--- src/design/cpq_pkg.sv ---
`timescale 1ns / 1ps
package cpq_pkg;

    localparam int QUEUE_DEPTH = 8;
    localparam int NUM_QUEUES  = 3;
    localparam int DATA_WIDTH  = 32;

    localparam int PTR_W   = $clog2(QUEUE_DEPTH);
    localparam int CNT_W   = $clog2(QUEUE_DEPTH + 1);
    localparam int QUEUE_W = $clog2(NUM_QUEUES);
    localparam int ADDR_W  = $clog2(NUM_QUEUES * QUEUE_DEPTH);

    // fixed widths of the request and result fields
    localparam int VALUE_W  = 32;
    localparam int STATUS_W = 2;
    localparam int USED_W   = 2;

    localparam logic OP_INSERT = 1'b0;
    localparam logic OP_DELETE = 1'b1;

    localparam logic [STATUS_W-1:0] ST_DONE  = 2'd0;
    localparam logic [STATUS_W-1:0] ST_FULL  = 2'd1;
    localparam logic [STATUS_W-1:0] ST_EMPTY = 2'd2;

    typedef struct packed {
        logic load;
        logic exec;
    } t_dp_cmd;

endpackage

--- src/design/cpq_ctrl.sv ---
`timescale 1ns / 1ps
module cpq_ctrl (
    input  logic             i_clk,
    input  logic             i_rst_n,
    input  logic             i_valid,
    output logic             o_stall,
    output logic             o_valid,
    input  logic             i_stall,
    output cpq_pkg::t_dp_cmd o_cmd
);

    typedef enum logic [1:0] {
        S_IDLE,
        S_EXEC,
        S_OUT
    } t_state;

    t_state r_state, n_state;
    logic   r_out_valid, n_out_valid;

    always_comb begin
        n_state     = r_state;
        n_out_valid = r_out_valid;
        case (r_state)
            S_IDLE: begin
                if (i_valid) begin
                    n_state = S_EXEC;
                end
            end
            S_EXEC: begin
                n_state     = S_OUT;
                n_out_valid = 1'b1;
            end
            S_OUT: begin
                if (!i_stall) begin
                    n_state     = S_IDLE;
                    n_out_valid = 1'b0;
                end
            end
            default: begin
                n_state     = S_IDLE;
                n_out_valid = 1'b0;
            end
        endcase
    end

    always_ff @(posedge i_clk) begin
        if (!i_rst_n) begin
            r_state     <= S_IDLE;
            r_out_valid <= 1'b0;
        end else begin
            r_state     <= n_state;
            r_out_valid <= n_out_valid;
        end
    end

    assign o_stall     = (r_state != S_IDLE);
    assign o_valid     = r_out_valid;
    assign o_cmd.load  = (r_state == S_IDLE) && i_valid;
    assign o_cmd.exec  = (r_state == S_EXEC);

endmodule

--- src/design/cpq_datapath.sv ---
`timescale 1ns / 1ps
module cpq_datapath (
    input  logic                                i_clk,
    input  logic                                i_rst_n,
    input  cpq_pkg::t_dp_cmd                    i_cmd,
    input  logic                                i_opcode,
    input  logic signed [cpq_pkg::VALUE_W-1:0]  i_insert_value,
    output logic        [cpq_pkg::STATUS_W-1:0] o_status,
    output logic signed [cpq_pkg::VALUE_W-1:0]  o_popped_value,
    output logic        [cpq_pkg::USED_W-1:0]   o_queue_used
);

    logic                              r_opcode;
    logic [cpq_pkg::DATA_WIDTH-1:0]    r_value;
    logic [cpq_pkg::PTR_W-1:0]         r_rd_ptr [cpq_pkg::NUM_QUEUES];
    logic [cpq_pkg::PTR_W-1:0]         r_wr_ptr [cpq_pkg::NUM_QUEUES];
    logic [cpq_pkg::CNT_W-1:0]         r_count  [cpq_pkg::NUM_QUEUES];
    logic [cpq_pkg::DATA_WIDTH-1:0]    r_mem [cpq_pkg::NUM_QUEUES * cpq_pkg::QUEUE_DEPTH];
    logic [cpq_pkg::DATA_WIDTH-1:0]    r_rd_data;
    logic [cpq_pkg::STATUS_W-1:0]      r_status;
    logic [cpq_pkg::QUEUE_W-1:0]       r_queue;
    logic                              r_pop_ok;

    logic                              ins_found, del_found;
    logic [cpq_pkg::QUEUE_W-1:0]       ins_q, del_q, sel_q;
    logic [cpq_pkg::PTR_W-1:0]         sel_ptr;
    logic [cpq_pkg::ADDR_W-1:0]        addr;
    logic                              do_write, do_read;

    function automatic logic [cpq_pkg::PTR_W-1:0] advance(input logic [cpq_pkg::PTR_W-1:0] p);
        return (p == cpq_pkg::PTR_W'(cpq_pkg::QUEUE_DEPTH - 1)) ? '0 : p + 1'b1;
    endfunction

    // lowest-numbered queue with room / with data
    always_comb begin
        ins_found = 1'b0;
        del_found = 1'b0;
        ins_q     = '0;
        del_q     = '0;
        for (int q = 0; q < cpq_pkg::NUM_QUEUES; q++) begin
            if (!ins_found && (r_count[q] != cpq_pkg::CNT_W'(cpq_pkg::QUEUE_DEPTH))) begin
                ins_found = 1'b1;
                ins_q     = cpq_pkg::QUEUE_W'(q);
            end
            if (!del_found && (r_count[q] != '0)) begin
                del_found = 1'b1;
                del_q     = cpq_pkg::QUEUE_W'(q);
            end
        end
    end

    assign do_write = i_cmd.exec && (r_opcode == cpq_pkg::OP_INSERT) && ins_found;
    assign do_read  = i_cmd.exec && (r_opcode == cpq_pkg::OP_DELETE) && del_found;
    assign sel_q    = (r_opcode == cpq_pkg::OP_INSERT) ? ins_q : del_q;
    assign sel_ptr  = (r_opcode == cpq_pkg::OP_INSERT) ? r_wr_ptr[sel_q] : r_rd_ptr[sel_q];
    assign addr     = cpq_pkg::ADDR_W'(sel_q) * cpq_pkg::ADDR_W'(cpq_pkg::QUEUE_DEPTH)
                    + cpq_pkg::ADDR_W'(sel_ptr);

    always_ff @(posedge i_clk) begin
        if (do_write) begin
            r_mem[addr] <= r_value;
        end
        if (do_read) begin
            r_rd_data <= r_mem[addr];
        end
    end

    always_ff @(posedge i_clk) begin
        if (i_cmd.load) begin
            r_opcode <= i_opcode;
            r_value  <= cpq_pkg::DATA_WIDTH'(i_insert_value);
        end
        if (i_cmd.exec) begin
            r_pop_ok <= do_read;
            r_queue  <= (do_write || do_read) ? sel_q : '0;
            if (r_opcode == cpq_pkg::OP_INSERT) begin
                r_status <= ins_found ? cpq_pkg::ST_DONE : cpq_pkg::ST_FULL;
            end else begin
                r_status <= del_found ? cpq_pkg::ST_DONE : cpq_pkg::ST_EMPTY;
            end
        end
    end

    always_ff @(posedge i_clk) begin
        if (!i_rst_n) begin
            for (int q = 0; q < cpq_pkg::NUM_QUEUES; q++) begin
                r_rd_ptr[q] <= '0;
                r_wr_ptr[q] <= '0;
                r_count[q]  <= '0;
            end
        end else if (do_write) begin
            r_wr_ptr[sel_q] <= advance(r_wr_ptr[sel_q]);
            r_count[sel_q]  <= r_count[sel_q] + 1'b1;
        end else if (do_read) begin
            r_rd_ptr[sel_q] <= advance(r_rd_ptr[sel_q]);
            r_count[sel_q]  <= r_count[sel_q] - 1'b1;
        end
    end

    assign o_status       = r_status;
    assign o_popped_value = r_pop_ok ? signed'(cpq_pkg::VALUE_W'(r_rd_data)) : '0;
    assign o_queue_used   = cpq_pkg::USED_W'(r_queue);

endmodule

--- src/design/cascaded_priority_queues.sv ---
`timescale 1ns / 1ps
// flow: a request is accepted in idle, executed in the execute state, then shown in the result state
// only one request is in flight; a new one is accepted only after the result has been taken
// the controller steps idle -> execute -> result for each request
// reset: synchronous active-low; all queues empty, pointers and counts at zero
// entry storage is not cleared; only written entries are ever read
module cascaded_priority_queues (
    input  logic                                i_clk,
    input  logic                                i_rst_n,
    // request channel
    input  logic                                i_valid,
    output logic                                o_stall,
    input  logic                                i_opcode,
    input  logic signed [cpq_pkg::VALUE_W-1:0]  i_insert_value,
    // result channel
    output logic                                o_valid,
    input  logic                                i_stall,
    output logic        [cpq_pkg::STATUS_W-1:0] o_status,
    output logic signed [cpq_pkg::VALUE_W-1:0]  o_popped_value,
    output logic        [cpq_pkg::USED_W-1:0]   o_queue_used
);

    // command bundle from controller to datapath
    cpq_pkg::t_dp_cmd cmd;

    // controller: accepts a request when idle, runs the execute state,
    // then holds the result until the downstream side takes it
    cpq_ctrl u_ctrl (
        .i_clk   (i_clk),
        .i_rst_n (i_rst_n),
        .i_valid (i_valid),
        .o_stall (o_stall),
        .o_valid (o_valid),
        .i_stall (i_stall),
        .o_cmd   (cmd)
    );

    // datapath: per-queue pointers and counts, shared entry memory,
    // priority pick of the lowest queue with room or with data
    cpq_datapath u_dp (
        .i_clk          (i_clk),
        .i_rst_n        (i_rst_n),
        .i_cmd          (cmd),
        .i_opcode       (i_opcode),
        .i_insert_value (i_insert_value),
        .o_status       (o_status),
        .o_popped_value (o_popped_value),
        .o_queue_used   (o_queue_used)
    );

    // a pending result blocks new requests
    a_result_blocks_request: assert property (@(posedge i_clk) disable iff (!i_rst_n)
        o_valid |-> o_stall)
        else $error("request side open while a result is pending");

    // a result never appears in the cycle right after acceptance
    a_exec_before_result: assert property (@(posedge i_clk) disable iff (!i_rst_n)
        (i_valid && !o_stall) |=> !o_valid)
        else $error("result valid without an execute cycle");

    // failed operations report zero value and queue zero
    a_fail_zero_fields: assert property (@(posedge i_clk) disable iff (!i_rst_n)
        (o_valid && (o_status != cpq_pkg::ST_DONE)) |->
            (o_popped_value == '0) && (o_queue_used == '0))
        else $error("failed operation carries nonzero fields");

    // status is always a defined code
    a_status_code: assert property (@(posedge i_clk) disable iff (!i_rst_n)
        o_valid |-> (o_status == cpq_pkg::ST_DONE) || (o_status == cpq_pkg::ST_FULL)
                    || (o_status == cpq_pkg::ST_EMPTY))
        else $error("undefined status code");

endmodule
--- config.mk ---
export PLATFORM = sky130hd
export DESIGN_NAME = cascaded_priority_queues
export DESIGN_NICKNAME = d
export VERILOG_FILES = /design/src/design/cpq_pkg.sv /design/src/design/cpq_ctrl.sv /design/src/design/cpq_datapath.sv /design/src/design/cascaded_priority_queues.sv
export SDC_FILE = /design/constraint.sdc
export NUM_CORES = 1
export LEC_CHECK = 0
export ABC_AREA = 1
export BUFFER_PORTS_ARGS = -buffer_cell sky130_fd_sc_hd__buf_2
export CAP_MARGIN = 0
export CORE_UTILIZATION = 45
export CTS_BUF_LIST = sky130_fd_sc_hd__clkbuf_4
export DETAILED_ROUTE_END_ITERATION = 12
export HOLD_SLACK_MARGIN = 0.03
export PLACE_DENSITY = 0.64
export SYNTH_ARGS = -nofsm -noshare
export SYNTH_HDL_FRONTEND = slang
export SYNTH_SLANG_ARGS = --single-unit
--- constraint.sdc ---
create_clock -name i_clk -period 9.4 [get_ports i_clk]
set_clock_uncertainty 0.2 [all_clocks]
set_input_delay 1.41 -clock i_clk [delete_from_list [all_inputs] [get_ports i_clk]]
set_output_delay 1.41 -clock i_clk [all_outputs]
set_load 0.03 [all_outputs]
==> results of run 1 <==
-- power groups by stage --
stage                     registers (µW)  logic (µW)  clock network (µW)
after floorplan                     4460         602                   0
after global placement              4500         837                   0
after detailed placement            4500         841                   0
after CTS                           4420         845                3200
after global routing                4430         938                3390
final                               4420         845                3130
-- metrics by stage --
| stage | hold slack [ns] | cell area, µm² | utilization | total power [µW] |
|---|---|---|---|---|
| finish | 0.286 | 41600 | 0.505 | 8400 |
| global route | 0.241 | 41600 | 0.505 | 8750 |
| CTS | 0.182 | 41600 | 0.504 | 8470 |
| detailed placement | 0.276 | 38800 | 0.471 | 5350 |
| global placement | 0.276 | 38800 | 0.471 | 5340 |
| floorplan | 0.254 | 37500 | - | 5060 |
-- registers in the layout, summed over array words and instances (netlist names), 9 cells and up --
name and flops:
u_dp.r_wr_ptr 10, u_dp.r_mem 768, u_dp.r_count 12, u_dp.r_rd_data 32, u_dp.r_value 32, u_dp.r_rd_ptr 9
-- critical path, cell delays in order, from the launching register on --
cell      delay [ns]
edfxtp_1        0.57
inv_2           0.24
nand3_2         0.17
nand2_1         0.39
nand2_1         0.13
nand3_2         0.13
nand3_4         0.48
nand2_8         0.82
nand3_1         0.71
nor2_4          1.30
-- cells by family (layout without fill, tap and decap cells) --
logic type | after synthesis | in the layout
other cells | 1 | 6
fa+ha+maj | 5 | 5
buf+inv | 463 | 761
xor+xnor | 5 | 5
compound gates | 19 | 19
simple gates | 2082 | 2082
flops | 872 | 872
-- area by class of cell --
type | count | area [µm²]
Fill cell | 7277 | 40800
Inverter | 266 | 1000
Antenna cell | 5 | 12.5
Timing Repair Buffer | 122 | 743
Sequential cell | 872 | 26200
Tap cell | 1070 | 1340
Clock inverter | 40 | 239
Multi-Input combinational cell | 2112 | 9580
Clock buffer | 333 | 2500
-- layout by cell type, fill, tap and decap left out, drive strengths merged --
cell type	Yosys	final
inv	266	270
nand3	474	474
buf	180	122
ha	4	4
a211oi	1	1
xor2	5	5
clkbuf	17	333
bufinv	0	1
a21oi	8	8
a21boi	2	2
nor3	1	1
nor2	112	112
clkinv	0	30
conb	1	1
o22ai	2	2
nand4	29	29
nand3b	128	128
dfxtp	3	3
o21ai	4	4
o211ai	1	1
diode	0	5
clkinvlp	0	5
nand2	1336	1336
edfxtp	869	869
o221ai	1	1
or2	2	2
fa	1	1
-- per-layer routing --
layer  global-route usage  up-vias  routed length, µm
met4                0.114        0               3400
met3               0.0385      143               7320
met2                0.380     1068              47200
met1                0.322    12500              42600
met5                    0        -                  0
li1                     -    12000                  -
-- worst min-delay path by stage --
| stage | start | to | slack (ns) |
|---|---|---|---|
| after global routing | i_insert_value[22] | u_dp.r_value[22]$_DFFE_PP_ | 0.24 |
| after detailed placement | u_ctrl.r_state[1]$_SDFFE_PN0P_ | u_ctrl.o_valid$_SDFFE_PN0P_ | 0.28 |
| after global placement | u_ctrl.r_state[1]$_SDFFE_PN0P_ | u_ctrl.o_valid$_SDFFE_PN0P_ | 0.28 |
| after floorplan | u_ctrl.r_state[1]$_SDFFE_PN0P_ | u_ctrl.o_valid$_SDFFE_PN0P_ | 0.25 |
| final | u_ctrl.r_state[1]$_SDFFE_PN0P_ | u_ctrl.o_valid$_SDFFE_PN0P_ | 0.29 |
| after CTS | i_insert_value[22] | u_dp.r_value[22]$_DFFE_PP_ | 0.18 |
==> metrics.cfg, run 1 <==
[timing]
slew_viol_final = 0
setup_violations = 0
hold_viol = 0
fmax_ghz = 0.176
setup_ws_ns = 3.73
finalCritPeriodShare = 0.604
min_period_ns = 5.67
relSlewSlack = 0.0529
tightest_slew_ns = 1.42
rsz0062_at_grt = false
tns_ns = 0

[clock_network]
ctsLongestPathBuffers = 3
cts_setup_buffers = 0
cts.sinks = 872
worstSkewPairLatency_ns = 1.05
postCtsHoldBufs = 0
cts_made_buffers = 219
cts_resized = 0
clk_pin_slew_ns = 0.07
ctsHtreeMaxLevel = 4
cts_root_buf = clkbuf_4
cts_tree = done

[logic_synthesis]
mappedNetlistArea_um2 = 37500
synth_seq_cells = 872
synth_cell_types = 37
synth_fa_ha_area_frac = 0.00187
synth_area_per_cell_um2 = 10.9
syn_nets = 3489
synthArstFlopShare = 0
yosys_most_used_dff = edfxtp_1
synth_compound_area_frac = 0.00367
synth_top_family_by_area = simple AND/OR/NAND/NOR gates
synth_area_leaders = edfxtp_1 70%, nand2_1 13%, nand3_1 6.2%
synth-simple-area-share = 0.242
yosys.area.top_type_share = 0.695
synth_xor_area_frac = 0.00117
synth_commonest_cells = 1,333 x nand2_1, 869 x edfxtp_1, 465 x nand3_1, 261 x inv_1, 145 x buf_2
syn_inst = 3447
yosys.area.top_type = edfxtp_1
ys.warnings.count = 0
yosysSeqAreaShare = 0.697
synth.most_common_cell = nand2_1
synth_edf_count = 869
synthMuxAreaShare = 0

[critical_path]
crit_type = flip-flop to flip-flop
worstPathRequired_ns = 9.80
reg2reg_slack_ns = 3.73
r2r_start = u_dp.r_opcode$_DFFE_PP_
crit_arrival_ns = 6.08
start_kind = flip-flop
rr_worst_depth = 9
critPathLaunch = u_dp.r_opcode$_DFFE_PP_
crit_fanout = 110
endpoint_kind = flip-flop
critPathCapture = u_dp.r_mem[15][28]$_DFFE_PP_
rr_endpoint = u_dp.r_mem[15][28]$_DFFE_PP_

[power]
power_per_cell_area_nw_per_um2 = 202
leakagePower_uw = 0.0170
pwr-share-comb = 0.101
clkPwrFrac = 0.373
switchingPower_uw = 2200
internal_power_uw = 6190
ir_worst_vdd_v = 0.000116
seq_power_share = 0.527
netSwitchingFraction = 0.262

[routing]
drc = 0
drtPass1Iterations = 6
wl_per_cell_um = 20.9
dr.first_iter.drc_count = 2861
avgViaCountPerCell = 5.33
num_vias = 25700
drt.antenna.violating_nets = 0
drt-total-wl_um = 101000

[run_status]
status = complete, no violations

[place]
portBuffers = 74
placed_cells = 4442
dp_slack_ns = 3.76
gp_congestion = 0.814
dpl.hpwl_um = 53400

[job]
drv_cap = 0

[grt]
grt_usage = 0.239
grt_pass1_vias = 25200
grt_pass1_wl_um = 153000
antenna_found_initial = 2
grt_max_degree = 175
grt_overflow_total = 0

[final_layout]
area_delta_synth_final_pct = 10.7
fin_cells = 4820
layout.nets = 3635
layout-drive-gt1-share = 0.142

[floorplan]
rows = 105
num_io_pins = 75
initial_core_util = 0.456
die_y_um = 291
die_w_um = 291
die-area_um2 = 84600
core_um2 = 82400

[min_path]
hold-path-cell-count = 1
hold_class = flip-flop to flip-flop

(Power assumes the default switching activity.)
==> run 2, diff against run 1 <==
==> constraint.sdc (replaced) <==
create_clock -name i_clk -period 5.8 [get_ports i_clk]
set_clock_uncertainty 0.2 [all_clocks]
set_input_delay 0.87 -clock i_clk [delete_from_list [all_inputs] [get_ports i_clk]]
set_output_delay 0.87 -clock i_clk [all_outputs]
set_load 0.03 [all_outputs]
==> run 2 against run 1 <==
Compared with the run above:
- highest routed layer unchanged
- sequential share of layout area fell by 0.81 points
- worst setup slack worse by 2.9 ns
- wire length decreased by 2.1%
- via count down 0.35%
- die area unchanged
- largest cell class unchanged
- final cell count is 0.95% higher
- maximum frequency up 15%
- first-iteration DRC count fell by 15%
- sequential power rose by 62%
==> metrics.cfg, run 2 (synthesized netlist as in run 1, its figures left out) <==
[run_status]
status = complete, no violations

[timing]
slew_viol_final = 0  ; unchanged
min_period_ns = 4.93  ; -0.744 ns
fmax_ghz = 0.203  ; +15%
hold_viol = 0  ; unchanged
relSlewSlack = 0.204  ; +0.151
tns_ns = 0  ; unchanged
rsz0062_at_grt = false
setup_violations = 0  ; unchanged
tightest_slew_ns = 1.19  ; -0.227 ns
finalCritPeriodShare = 0.850  ; +0.246
setup_ws_ns = 0.871  ; -2.86 ns

[power]
leakagePower_uw = 0.0172  ; +1.2%
power_per_cell_area_nw_per_um2 = 321  ; +59%
ir_worst_vdd_v = 0.000220  ; +89%

[place]
dp_slack_ns = 1.14  ; -2.61 ns
gp_congestion = 0.840  ; +3.2%
portBuffers = 74  ; unchanged
dpl.hpwl_um = 51200  ; -4.1%

[grt]
grt_max_degree = 176  ; +0.57%
grt_use_met2 = 0.377  ; -0.00268
grt_use_met3 = 0.0392  ; +0.000612
grt.busiest_layer = met2
grt_usage = 0.233  ; -0.00585
grt_pass1_wl_um = 149000  ; -2.4%
grt_pass1_vias = 24900  ; -1.2%
grt_overflow_total = 0  ; unchanged
antenna_found_initial = 2  ; unchanged
grtUsageMet1 = 0.314  ; -0.00803

[final_layout]
reg_top3 = u_dp.r_mem x768, u_dp.r_rd_data x32, u_dp.r_value x32
layout-drive-gt1-share = 0.138  ; -0.00391
largest_register_ffs = 768  ; unchanged
mostFrequentLayoutCells = 1,333 x nand2_1, 869 x edfxtp_1, 465 x nand3_1, 320 x clkbuf_4, 260 x inv_1
final_common_cell = nand2_1
largest-register = u_dp.r_mem
fill_cells = 7264  ; -0.18%
area_delta_synth_final_pct = 12.2
layout.nets = 3677  ; +1.2%

[clock_network]
cts_setup_buffers = 0  ; unchanged
cts.sinks = 872  ; unchanged
clk_pin_slew_ns = 0.07  ; about the same
ctsLongestPathBuffers = 3  ; unchanged
cts_made_buffers = 219  ; unchanged
cts_root_buf = clkbuf_4
cts_resized = 0  ; unchanged
ctsHtreeMaxLevel = 4  ; unchanged
worstSkewPairLatency_ns = 1.08  ; +0.03 ns
cts_tree = done

[critical_path]
crit_fanout = 175  ; +59%
endpoint_kind = flip-flop
critPathMaxStageDelay_ns = 0.86  ; -0.44 ns
slowest_stage = nor2_4
worst-path-buf-inv = 3  ; +2
critPathTopFamily = simple AND/OR/NAND/NOR gates
crit_arrival_ns = 5.42  ; -0.66 ns
worstPathRequired_ns = 6.30  ; -3.50 ns
crit_type = flip-flop to flip-flop
start_kind = flip-flop
crit_path_cell_trace = inv_2, nand3_2, nand2_1, nand2_1, nand3_2, nand3_4, buf_12, nand4_2, nor2_4, buf_4

[floorplan]
num_io_pins = 75  ; unchanged
die_y_um = 291  ; unchanged
die_w_um = 291  ; unchanged
die-area_um2 = 84600  ; unchanged
rows = 105  ; unchanged
core_um2 = 82400  ; unchanged
initial_core_util = 0.456  ; unchanged

[routing]
num_vias = 25600  ; -0.35%
avgViaCountPerCell = 5.26  ; -1.3%
dr.first_iter.drc_count = 2426  ; -15%
wl_per_cell_um = 20.2  ; -3.0%
drtPass1Iterations = 6  ; unchanged
drt-total-wl_um = 98400  ; -2.1%
drc = 0  ; unchanged
drt.antenna.violating_nets = 0  ; unchanged

[min_path]
hold_class = flip-flop to flip-flop

[job]
drv_cap = 0  ; unchanged

[run 2: cell count changes in the layout (fill, tap and decap cells not counted), sizes merged, moves of 4 or more]
cell / delta
clkbuf: -13
inv: +5
diode: +5
dlygate4sd3: +38
buf: +4
clkinv: +9
[run 2: final timing paths]
path	from	endpoint	slack, ns	depth (start not counted)
worst min register to register	u_ctrl.o_valid$_SDFFE_PN0P_	u_ctrl.o_valid$_SDFFE_PN0P_	0.30	2
worst min-delay path	u_ctrl.o_valid$_SDFFE_PN0P_	u_ctrl.o_valid$_SDFFE_PN0P_	0.30	2
worst max-delay path	u_dp.r_opcode$_DFFE_PP_	u_dp.r_mem[12][24]$_DFFE_PP_	0.87	10
worst max register to register	u_dp.r_opcode$_DFFE_PP_	u_dp.r_mem[12][24]$_DFFE_PP_	0.87	10
[run 2: power by group]
| group | leakage, µW | internal, µW | switching, µW |
|---|---|---|---|
| sequential | 0.00791 | 7030 | 125 |
| combinational | 0.00770 | 381 | 995 |
| clock | 0.00159 | 2520 | 2450 |
| total | 0.0172 | 9940 | 3570 |
[run 2: what timing repair did]
item / CTS / global route
hold endpoints to repair: 62 / 0
hold buffers: 38 / 0
setup endpoints to repair: 0 / 0
[run 2: layer usage]
layer	vias to the layer above	share of wire
li1	12100	-
met1	12300	0.43
met2	1031	0.48
met3	149	0.069
met4	0	0.025
met5	-	0
[run 2: metrics by stage]
step	total power (µW)	instance area, µm²	util	cells	hold slack, ns
floorplan	8210	37500	-	3447	0.254
detailed placement	8650	39000	0.474	4446	0.284
CTS	13600	42100	0.511	4856	0.190
global route	14100	42100	0.511	4866	0.228
finish	13500	42100	0.511	4866	0.300
global placement	8630	39000	0.474	4446	0.273
[run 2: worst reg2reg max path, stage by stage, from the launching register on]
cell,delay (ns)
edfxtp_1,0.63
inv_2,0.20
nand3_2,0.17
nand2_1,0.30
nand2_1,0.17
nand3_2,0.13
nand3_4,0.14
buf_12,0.46
nand4_2,0.89
nor2_4,0.86
buf_4,0.38
[run 2: cell type report]
type                    instances  area [µm²]  share of cell area
repair buffers                164        1340              0.0319
clock inverters                52         270             0.00642
clock buffers                 320        2400              0.0570
flip-flops and latches        872       26200               0.621
multi-input cells            2112        9580               0.227
inverters                     266        1000              0.0238
diodes                         10        25.0            0.000594
well taps                    1070        1340              0.0318
